[src/hw/rtl/scti_div.sv]
// ----------------------------------------------------------------------------
// Interpolation divider
// Restoring divider, one quotient bit per cycle, 64-bit dividend.
// ----------------------------------------------------------------------------
module scti_div (
   input  logic        clock,
   input  logic        reset,
   input  logic        start,
   input  logic [63:0] dividend,
   input  logic [32:0] divisor,
   output logic        done,
   output logic [63:0] quotient
);

   logic [63:0] q_ff, q_in;
   logic [33:0] r_ff, r_in;
   logic [6:0]  cnt_ff, cnt_in;
   logic        busy_ff, busy_in, done_ff, done_in;
   logic [34:0] trial;

   assign trial = {r_ff, q_ff[63]} - {2'b0, divisor};

   always_comb begin
      q_in = q_ff; r_in = r_ff; cnt_in = cnt_ff;
      busy_in = busy_ff; done_in = 1'b0;
      if (start) begin
         q_in = dividend; r_in = '0; cnt_in = 7'd0; busy_in = 1'b1;
      end else if (busy_ff) begin
         if (!trial[34]) begin
            r_in = trial[33:0];
            q_in = {q_ff[62:0], 1'b1};
         end else begin
            r_in = {r_ff[32:0], q_ff[63]};
            q_in = {q_ff[62:0], 1'b0};
         end
         cnt_in = cnt_ff + 7'd1;
         if (cnt_ff == 7'd63) begin
            busy_in = 1'b0; done_in = 1'b1;
         end
      end
   end

   always_ff @(posedge clock) begin
      if (reset) begin
         busy_ff <= 1'b0; done_ff <= 1'b0;
      end else begin
         busy_ff <= busy_in; done_ff <= done_in;
      end
      q_ff <= q_in; r_ff <= r_in; cnt_ff <= cnt_in;
   end

   assign done     = done_ff;
   assign quotient = q_ff;

endmodule

[config.mk]
export PLATFORM = sky130hd
export DESIGN_NAME = scti_div
export DESIGN_NICKNAME = d
export VERILOG_FILES = /design/src/hw/rtl/scti_div.sv
export SDC_FILE = /design/constraint.sdc
export NUM_CORES = 1
export LEC_CHECK = 0
export ABC_AREA = 1
export BUFFER_PORTS_ARGS = -buffer_cell sky130_fd_sc_hd__buf_2
export CAP_MARGIN = 20
export CORE_UTILIZATION = 50
export DETAILED_ROUTE_END_ITERATION = 7
export PLACE_DENSITY_LB_ADDON = 0.25
export SYNTH_ARGS = -nofsm -noshare
export SYNTH_HDL_FRONTEND = slang
export SYNTH_SLANG_ARGS = --single-unit
[constraint.sdc]
create_clock -name clock -period 2.7 [get_ports clock]
set_input_delay 0 -clock clock [delete_from_list [all_inputs] [get_ports clock]]
set_output_delay 0 -clock clock [all_outputs]
set_load 0.01 [all_outputs]
; ---- After elaboration in Yosys (flattened, before gate mapping)
; Index checks and enable logic that the tools add are counted.
[word_totals]
input_bits = 100
reg_bits = 107
word_cells = 19
[op_classes]
bitwise = 1
n_eq_ne = 1
addsub = 2
n_reduce_logical = 2
muxes = 8
[op_table]
columns = cell, n
row1 = $mux W64, 2
row2 = $sub A35 B33 Y35, 1
row3 = $mux W34, 1
row4 = $add A7 B1 Y7 const B, 1
row5 = $eq A7 B6 Y1 const B, 1
row6 = $mux W1, 5
row7 = $reduce_or A3 Y1, 1
row8 = $reduce_bool A2 Y1, 1
row9 = $not A1 Y1, 1

; ---- Logic depth before layout (Yosys ltp)
[depth]
word_depth = 4
mapped_depth = 18
depth_no_buf = 18

; ---- Least setup slack after synthesis
; No wires, ideal clock.
[synth_timing]
path_type = register to register
from = register busy_ff
to = register q_ff[0] (netlist: quotient[0]), enable pin
path_slack_ns = 0.284
synth_period_minus_slack_ns = 2.416
stages_incl_launch_ff = 4
n_path_buf = 1
setup_ns = 0.418
arrival_time_ns = 1.998
path_cell_list = dfxtp_1 > nor2_1 > clkbuf_1 > inv_1
[synth_via]
elab_chain_len = 1
[synth_lines]
columns = element, line
row1 = "start, declared", 18  ; logic busy_ff, busy_in, done_ff, done_in;
row2 = "start signal, assigned", 47  ; busy_ff <= busy_in; done_ff <= done_in;
row3 = $reduce_bool A2 Y1 (no line), -
row4 = "end signal, assigned", 49  ; q_ff <= q_in; r_ff <= r_in; cnt_ff <= cnt_in;
row5 = "end, declared", 15  ; logic [63:0] q_ff, q_in;
; No other way between the ends.
; A chain may end at the register's enable or synchronous reset.

; ---- Worst setup path after layout
[layout_timing]
from = register q_ff[63] (netlist: quotient[63])
to = register r_ff[15]
[layout_via]
elab_chain_len = 2
[layout_lines]
columns = element, line
row1 = $sub A35 B33 Y35, 21  ; assign trial = {r_ff, q_ff[63]} - {2'b0, divisor};
row2 = $mux W34, 29  ; if (!trial[34]) begin
row3 = "end signal, assigned", 49
row4 = "end, declared", 16  ; logic [33:0] r_ff, r_in;
; No other way between the ends.

==> flow_metrics.tcl <==
set metrics [dict create \
    status "complete, no violations" \
    grt.overflow.total 0 \
    wl_um 21000 \
    numPortBuffers 164 \
    ys_seq_area_share_pct 38.1 \
    worstSetupPathType "flip-flop to flip-flop" \
    wl_met1_um 8910 \
    avgSynthCellArea_um2 6.53 \
    cts-root-buf "clkbuf_16" \
    hp-class "primary input to flip-flop" \
    required_ns 2.95 \
    core_area_um2 14000 \
    synthCells 1119 \
    nets 1477 \
    dieArea_um2 15100 \
    num_vias 7619 \
    skew_ns 0.0119 \
    setup_tns_ns 0 \
    finalCritPeriodShare_pct 93.8 \
    ys_warn_count 0 \
    cp.arrival_ns 2.78 \
    hold_violations 0 \
    ios 165 \
    dr_wl_met2_um 10200 \
    cts_tree "yes" \
    stdcell_count 1527 \
    insertion_delay_ns 0.38 \
    finalSetupViolCount 0 \
    synth_seq_cells 107 \
    antenna_found_initial 0 \
    syn_area_um2 7310 \
    post_cts.repair.setup_buffers 0 \
    grt_pass1_vias 7221 \
    final_util_pct 66.2 \
    grt_pass1_wl_um 33000 \
    ant_nets 0 \
    clock_sinks 107 \
    max_clock_freq_ghz 0.395 \
    grt_usage_pct 28.2 \
    critPathMaxFanout 35 \
    htreeDepth 3 \
    worst_setup_path_start_kind "flip-flop" \
    cts-buffers-inserted 9 \
    synthesis.nets 1254 \
    top_layer "met4" \
    worstMarginPinSlew_ns 0.681 \
    area_growth_pct 27.3 \
    worst_r2r_startpoint "quotient[63]" \
    hp-start "divisor[0]" \
    setup_ws_ns 0.168 \
    viasPerCell 4.99 \
    synth_cell_type_count 32 \
    die_x_um 123 \
    clkSlewWorstSetupHoldPaths_ns 0.09 \
    dieHeight_um 123 \
    slew_headroom_pct 54.6 \
    clockBufferDepth 2 \
    leakagePower_nw 5.19 \
    dp.final_hpwl_um 14100 \
    critPathLaunch "quotient[63]" \
    drtIter0Drc 524 \
    ir_drop_mv 0.365 \
    initial_utilization_pct 52.0 \
    dpl_worst_slack_ns 0.183 \
    dr.pass1.iters 5 \
    dp_cells 1443 \
    period_needed_ns 2.53 \
    grt_max_degree 68 \
    drc_errors 0 \
    crit_path_end_kind "flip-flop" \
    powerDensity_nw_per_um2 437 \
    num_antenna_cells 0 \
    rows 43 \
    drive_above_1_share_pct 14.9 \
    gp_congestion 0.925 \
    drv_slew 0 \
    wl_per_cell_um 13.8 \
    dr_wl_met3_um 1330 \
    max-cap-violations 0 \
]
[timing repair]
item | in CTS | in global routing
hold endpoints to repair | 66 | 0
hold buffers | 67 | 0
gates resized for setup | 0 | 1
endpoints found under the setup margin | 0 | 27
[cell type report]
class,count,area [µm²]
Fill cell,1238,4740
Multi-Input combinational cell,802,3700
Sequential cell,107,2780
Timing Repair Buffer,239,1580
Inverter,183,687
Clock buffer,9,225
Tap cell,180,225
Clock inverter,7,97.6
[state kept, by name (all words and copies together) (netlist names)]
name      cells
quotient     64
cnt_ff        7
r_ff         34
busy_ff       1
done          1
[synth_stat cells (all sizes together)]
cell type / n / area, µm²
and2: 1 / 6.26
nand3b: 2 / 15.0
nand4: 8 / 50.1
a31oi: 1 / 6.26
inv: 182 / 683
nor2: 65 / 246
xnor2: 14 / 123
nor3: 11 / 55.1
xor2: 5 / 43.8
o21bai: 4 / 30.0
fa: 1 / 20.0
nor3b: 1 / 7.51
clkbuf: 18 / 67.6
o21ai: 24 / 120
nand2: 531 / 2010
o211ai: 1 / 7.51
ha: 34 / 425
nor4: 1 / 6.26
a21oi: 33 / 173
clkinv: 1 / 3.75
edfxtp: 64 / 1920
nand3: 62 / 315
a21o: 3 / 22.5
dfxtp: 43 / 861
buf: 9 / 82.6
[where the power goes]
part	internal, mW	switching [mW]	leakage [nW]
Sequential	1.86	0.0650	1.00
Clock	0.754	0.708	0.159
Combinational	0.288	0.385	4.03
Total	2.90	1.16	5.19
[layer usage]
| layer | track usage, % | vias up |
|---|---|---|
| met2 | 48.8 | 263 |
| met4 | 10.7 | 0 |
| met5 | 0 | - |
| met3 | 6.46 | 55 |
| met1 | 33.8 | 3416 |
| li1 | - | 3885 |
[path summary, 6_finish.rpt]
| kind | to | slack [ns] | cells past startpoint |
|---|---|---|---|
| setup / recovery | r_ff[15] | 0.17 | 14 |
| hold / removal | r_ff[0] | 0.03 | 5 |
| setup reg to reg | r_ff[15] | 0.17 | 14 |
| hold reg to reg | r_ff[21] | 0.47 | 2 |
[placed cells by master, fill, tap and decap left out, types with 11 or more instances in the layout]
| master | instances |
|---|---|
| o21ai_0 | 22 |
| nor3_1 | 11 |
| edfxtp_1 | 64 |
| dlygate4sd3_1 | 67 |
| xnor2_1 | 14 |
| nand3_1 | 61 |
| buf_2 | 164 |
| dfxtp_1 | 43 |
| nand2_1 | 525 |
| a21oi_1 | 31 |
| ha_1 | 34 |
| inv_1 | 180 |
| nor2_1 | 63 |
[worst max-delay path, stage by stage, from the launching register on]
cell and delay, ns:
edfxtp_1 0.40, inv_1 0.09, ha_1 0.17, inv_1 0.08, fa_1 0.43, nand3_1 0.13, nand3_2 0.12, nand2_1 0.09
nand2_2 0.06, nand2_2 0.09, nand3_1 0.20, nand2_8 0.27, nand2_1 0.10, nand3_1 0.09, nand2_1 0.08
[cells by family after synthesis]
family / count (synthesis) / share of synthesized area, %
DFF: 107 / 38.1
AOI/OAI and AO/OA: 66 / 4.92
adders and majority gates: 35 / 6.10
and+or+nand+nor: 682 / 37.2
buffers and inverters: 210 / 11.5
xor gates and xnor gates: 19 / 2.28
[through the flow]
step	area, µm²	hold slack (ns)	total power [mW]
after floorplan	7310	0.0785	2.28
after global placement	8270	0.185	2.52
after detailed placement	8270	0.184	2.52
after CTS	9260	0.0145	4.04
after global routing	9300	0.0579	4.20
final	9300	0.0266	4.06
Note: power is estimated with default switching activity, not from simulation.
