## config.mk

```make
export PLATFORM = sky130hd
export DESIGN_NAME = scti_cell
export DESIGN_NICKNAME = d
export VERILOG_FILES = /design/src/hw/rtl/scti_pkg.sv /design/src/hw/rtl/scti_cell.sv
export SDC_FILE = /design/constraint.sdc
export NUM_CORES = 1
export LEC_CHECK = 0
export ABC_AREA = 1
export BUFFER_PORTS_ARGS = -buffer_cell sky130_fd_sc_hd__buf_2
export CAP_MARGIN = 20
export CORE_MARGIN = 2
export CORE_UTILIZATION = 35
export CTS_CLUSTER_SIZE = 30
export DETAILED_ROUTE_END_ITERATION = 10
export PLACE_DENSITY = 0.72
export SYNTH_ARGS = -nofsm -noshare
export SYNTH_HDL_FRONTEND = slang
export SYNTH_SLANG_ARGS = --single-unit
```

## constraint.sdc

```tcl
create_clock -name clock -period 9.5 [get_ports clock]
set_input_delay 0.95 -clock clock [delete_from_list [all_inputs] [get_ports clock]]
set_output_delay 0.95 -clock clock [all_outputs]
set_load 0.005 [all_outputs]
```

## src/hw/rtl/scti_pkg.sv

```systemverilog
// ----------------------------------------------------------------------------
// Calibration table package
// Shared sizes, opcodes and cell interface types.
// ----------------------------------------------------------------------------
package scti_pkg;

   localparam int MaxPoints = 16;
   localparam int CntW      = $clog2(MaxPoints + 1);
   localparam int IdxW      = $clog2(MaxPoints);

   typedef enum logic [1:0] {
      OP_CLEAR   = 2'd0,
      OP_INSERT  = 2'd1,
      OP_CONVERT = 2'd2,
      OP_NONE    = 2'd3
   } op_type;

   // control broadcast to every cell
   typedef struct packed {
      logic        clear;
      logic        insert;
      logic [31:0] key;
      logic [31:0] val;
   } cell_ctl_type;

   // what a cell hands to its right neighbour
   typedef struct packed {
      logic        valid;
      logic        ge;
      logic [31:0] key;
      logic [31:0] val;
   } cell_link_type;

endpackage

```

## src/hw/rtl/scti_cell.sv

```systemverilog
// ----------------------------------------------------------------------------
// Calibration table cell
// Holds one point; takes the new point or its left neighbour's on insert.
// ----------------------------------------------------------------------------
module scti_cell (
   input  logic                    clock,
   input  logic                    reset,
   input  scti_pkg::cell_ctl_type  ctl,
   input  scti_pkg::cell_link_type left,
   output scti_pkg::cell_link_type right
);

   logic        valid_ff, valid_in;
   logic [31:0] key_ff, key_in, val_ff, val_in;
   logic        ge;

   // new key stays after this entry when new >= stored
   assign ge = !valid_ff || !($signed(ctl.key) < $signed(key_ff));

   always_comb begin
      valid_in = valid_ff;
      key_in   = key_ff;
      val_in   = val_ff;
      if (ctl.clear) begin
         valid_in = 1'b0;
      end else if (ctl.insert && left.valid && !(valid_ff && ge)) begin
         // larger keys shift; of the empty cells only the first takes an entry
         valid_in = 1'b1;
         if (!left.ge) begin
            key_in = left.key;
            val_in = left.val;
         end else begin
            key_in = ctl.key;
            val_in = ctl.val;
         end
      end
   end

   always_ff @(posedge clock) begin
      if (reset) begin
         valid_ff <= 1'b0;
      end else begin
         valid_ff <= valid_in;
      end
      key_ff <= key_in;
      val_ff <= val_in;
   end

   assign right.valid = valid_ff;
   assign right.ge    = valid_ff ? ge : 1'b1;
   assign right.key   = key_ff;
   assign right.val   = val_ff;

endmodule

```

[After elaboration in Yosys (flattened, before gate mapping)]
Cells that the tools add are included.
W data, S select, Z words.
Storage, ports and cells
  bits of input ports: 134
  logic and storage cells: 17
  register bits after elaboration: 65
Operators by class
  bitwise logic cells: 1
  magnitude comparators: 1
  multiplexer cells: 3
  reductions and logical operators: 9
Operator list (number)
  $mux W32: 2
  $lt A32 B32 Y1: 1
  $logic_and A1 B1 Y1: 3
  $logic_not A1 Y1: 3
  $reduce_and A2 Y1: 1
  $reduce_or A2 Y1: 1
  $logic_or A1 B1 Y1: 1
  $mux W1: 1
  $not A1 Y1: 1

[Logic depth before layout (Yosys ltp)]
  depth in word-level cells: 7
  mapped depth: 16
  depth with buffers taken out: 16

[Worst setup path before layout]
No wires, ideal clock.
  kind: input -> register
  from: in ctl[63] (netlist bit)
  to: reg key_ff[0], enable pin
  arrival: 3221 ps
  library setup time: 418 ps
  path buffers: 0
  slack: 5861 ps
  cell stages on the path: 11
  path through: ha_1 > nand2_2 > nor2_4 > nand4_2 > nor4_2 > nand2_1 > nand2_1 > nand2_1 > nand3_1 > nand2_1 > inv_1
Between the ends
  word-level cells in the longest chain between the ends: 7
RTL lines
  from (decl): line scti_cell.sv:8  | input scti_pkg::cell_ctl_type ctl,
  $lt A32 B32 Y1: line scti_cell.sv:18  | assign ge = !valid_ff || !($signed(ctl.key) < $signed(key_ff));
  $logic_not A1 Y1: line scti_cell.sv:18
  $logic_or A1 B1 Y1: line scti_cell.sv:18
  $logic_and A1 B1 Y1: line scti_cell.sv:26  | end else if (ctl.insert && left.valid && !(valid_ff && ge)) begin
  $logic_not A1 Y1: line scti_cell.sv:26
  $logic_and A1 B1 Y1: line scti_cell.sv:26
  $reduce_and A2 Y1 (no source line)
  to (signal assigned): line scti_cell.sv:45  | key_ff <= key_in;
  to (decl): line scti_cell.sv:14  | logic [31:0] key_ff, key_in, val_ff, val_in;
No other way between the ends.
A chain may end at the register's enable or synchronous reset.

==> flow_summary_export.csv <==
group,metric,value,unit
route,drtPass1Iterations,4,
critical_path,cp_slowest_cell,"ha_1",
final_layout,drive_gt1_frac,0.5776,
floorplanning,start_util,0.3635,
critical_path,critPathMostFrequentCell,"nand2_1",
route,vias_per_cell,4.478,
route,vias,2790,
sta,setup_viol,0,
route,antenna_left,0,
floorplanning,dieWidth,105.2,um
synth,syn_area,0.003586,mm^2
clock_network,htree_levels,3,
floorplanning,core,0.009864,mm^2
critical_path,crit_type,"input pin to output pin",
floorplanning,dieArea,0.01107,mm^2
final_layout,n_antenna_cell,0,
route,wl_met2,4.020,mm
route,drt_wl_total,8.265,mm
synth,synth_top_family_by_area,"multiplexers",
synth,synth_area_per_cell,12.72,um^2
critical_path,r2r.worst_path.cells,13,
synth,syn-num-nets,447,
route,top_layer_used,"met4",
critical_path,critical_path.top_delay_family,"simple AND/OR/NAND/NOR gates",
clock_network,postCtsSetupBuffers,0,
final_layout,seq_area,0.001942,mm^2
clock_network,cts_sinks,65,
global_routing,grt_max_degree,66,
run,drv_cap,0,
synth,synth_compound_area_frac,0.03140,
placed_design,io_buffers,199,
final_layout,fill_cells,898,
route,wl_per_cell,13.27,um
route,drtIter0Drc,76,
sta,final.min_clock_period,3311,ps
sta,tns,0,ps
global_routing,antenna_found_initial,0,
placed_design,place_area,0.004721,mm^2
min_path,hold_end,"valid_ff",
power_and_ir_drop,p_per_area,132.7,mW/mm^2
clock_network,cts_max_path_buffers,2,
floorplanning,fp.dieH,105.2,um
sta,worstMarginPinSlew,831.3,ps
sta,post-route-period-util,0.3485,
critical_path,setup.worst_path.end_class,"output pin",
synth,synthAdderAreaFrac,0.1082,
min_path,min_path_type,"register to register",
min_path,hold-path-cell-count,2,
final_layout,layout.nets,651,
placed_design,dp_hpwl,6.360,mm
critical_path,crit_path_max_incr_delay,340,ps
global_routing,globalRouteTotalUtil,0.1520,
critical_path,cp_data_required_time,8550,ps
route,m1WireLength,3.455,mm
sta,hold_violations,0,
synth,yosysWarnings,0,
synth,synth.ff_latch_count,65,
critical_path,ff2ff_setup_slack,6820,ps
placed_design,place.gp.congestion,0.7642,
critical_path,reg2reg_to,"key_ff[5]",
critical_path,crit_chain,"buf_2, ha_1, nand2_2, nor2_4, nand4_2, nor4_2, nand2_1, nand2_1, nand2_1, nand2_1, nand2_1, buf_2",
clock_network,cts_resized,0,
synth,yosysUniqueCellTypes,21,
global_routing,grt_pass1_wl,13.19,mm
min_path,hp-start,"valid_ff",
critical_path,crit_path_max_fanout,4,
critical_path,cp.arrival,2360,ps
synth,synth_mux_area_frac,0.1978,
clock_network,clkTransAtPathRegs,60,ps
floorplanning,top_level_ports,200,
route,drc,0,
clock_network,cts_tree,"yes",
sta,grt_setup_unrepaired,"false",
final_layout,multi_input_area,0.001440,mm^2
sta,fmax,302.0,MHz
power_and_ir_drop,power_leakage,2.347,nW
synth,yosys.area_share.simple,0.06420,
global_routing,grt-ovfl-total,0,
synth,ys_seq_area_frac,0.5415,
sta,clock_skew,9.050,ps
clock_network,clk_latency,340,ps
final_layout,syn2layout_area_growth,36.53,%
critical_path,worst-path-buf-inv,2,
final_layout,fin_area,0.004896,mm^2
clock_network,postCtsHoldBufs,0,
global_routing,grt_pass1_vias,2841,
status,status,"finished clean",
route,dr_wl_met3,638,um
clock_network,clockRootBuffer,"clkbuf_8",
synth,synth_xor_area_frac,0,
power_and_ir_drop,ir_drop,0.06850,mV
synth,synthCells,282,
critical_path,r2r-start,"key_ff[31]",
clock_network,numCtsBuffers,9,
critical_path,start_kind,"input pin",
floorplanning,num_rows,36,
sta,maxSlewHeadroom,0.4458,
sta,finalMaxSlewViolations,0,
power breakdown:
| group | internal, mW | switching, mW | total (mW) |
|---|---|---|---|
| logic | 0.0549 | 0.0439 | 0.0988 |
| clock network | 0.117 | 0.102 | 0.220 |
| registers | 0.328 | 0.00322 | 0.331 |
cell families (layout without fill, tap and decap cells):
| logic type | after synthesis | in the layout |
|---|---|---|
| flip-flops | 65 | 65 |
| multiplexers | 63 | 63 |
| buffers and inverters | 51 | 259 |
| AND/OR/NAND/NOR | 50 | 50 |
| adder cells (fa/ha/maj) | 31 | 31 |
| AO/OA/AOI/OAI | 22 | 22 |
synth_stat cells:
| library cell | count | area share |
|---|---|---|
| edfxtp_1 | 64 | 0.54 |
| mux2_2 | 63 | 0.20 |
| inv_1 | 43 | 0.045 |
| ha_1 | 31 | 0.11 |
| nand2_1 | 30 | 0.031 |
| a21oi_1 | 16 | 0.022 |
| buf_2 | 7 | 0.0098 |
| nor2_1 | 7 | 0.0073 |
| o21ai_0 | 4 | 0.0056 |
| nand3_1 | 3 | 0.0042 |
| nor3_1 | 3 | 0.0042 |
| nand2_2 | 2 | 0.0035 |
| buf_4 | 1 | 0.0021 |
| dfxtp_1 | 1 | 0.0056 |
| nand4_1 | 1 | 0.0017 |
| nand4_2 | 1 | 0.0035 |
| nor2_2 | 1 | 0.0017 |
| nor2_4 | 1 | 0.0031 |
| nor4_2 | 1 | 0.0035 |
| o211ai_1 | 1 | 0.0021 |
| o21ai_1 | 1 | 0.0014 |
layout by cell type, fill, tap and decap left out:
cell         n
nand3_1      3
nand2_2      2
clkinv_1     2
buf_2      199
clkinv_2     2
nand4_1      1
nor3_1       3
clkbuf_8     9
nor4_2       1
inv_2        1
ha_1        31
bufinv_16    1
clkbuf_1     1
o21ai_1      1
buf_4        2
o21ai_0      4
mux2_2      63
dfxtp_1      1
nand2_1     30
nor2_2       1
a21oi_1     16
nor2_1       7
nor2_4       1
inv_1       42
o211ai_1     1
nand4_2      1
edfxtp_1    64
registers in the layout (all words and copies together), names as in the netlist:
name / count
key_ff: 32
valid_ff: 1
val_ff: 32
metrics by stage:
stage	worst slack, ps	std cells	util	hold WS (ps)	total power [mW]
floorplan	5861	282	-	487.7	0.3902
global placement	6196	608	0.4786	536.7	0.4343
detailed placement	6124	608	0.4786	530.5	0.4379
CTS	6168	623	0.4963	552.8	0.6595
global route	5999	623	0.4963	605.7	0.6816
finish	6189	623	0.4963	562.8	0.6499
layout make-up:
type / instances / share of cell area
clock buffer: 10 / 0.02607
inverter: 43 / 0.03297
sequential: 65 / 0.3966
tap: 133 / 0.03399
timing repair buffer: 201 / 0.2065
clock inverter: 5 / 0.009711
multi-input combinational: 166 / 0.2941
routing by layer:
layer / track usage / up-vias
met5: 0 / -
met4: 0.07333 / 0
met3: 0.04267 / 13
met2: 0.2567 / 124
met1: 0.1774 / 1250
li1: - / 1403
worst reg2reg max path, stage by stage (launching register included):
cell,delay (ps)
edfxtp_1,360
inv_1,50
ha_1,340
nand2_2,100
nor2_4,120
nand4_2,100
nor4_2,160
nand2_1,100
nand2_1,70
nand2_1,60
nand3_1,60
nand2_1,60
inv_2,60
buf_4,630
worst max path at each step:
stage	startpoint	to	slack (ps)	cells after the start
2_1_floorplan	ctl[63]	key_ff[0]	5860	11
3_3_place_gp	ctl[63]	val_ff[20]	6200	13
3_5_place_dp	ctl[63]	val_ff[21]	6120	13
4_1_cts	ctl[63]	right[64]	6170	12
5_1_grt	ctl[63]	right[64]	6000	12
6_report	ctl[63]	right[64]	6190	12
Power figures use the tool's default switching activity.
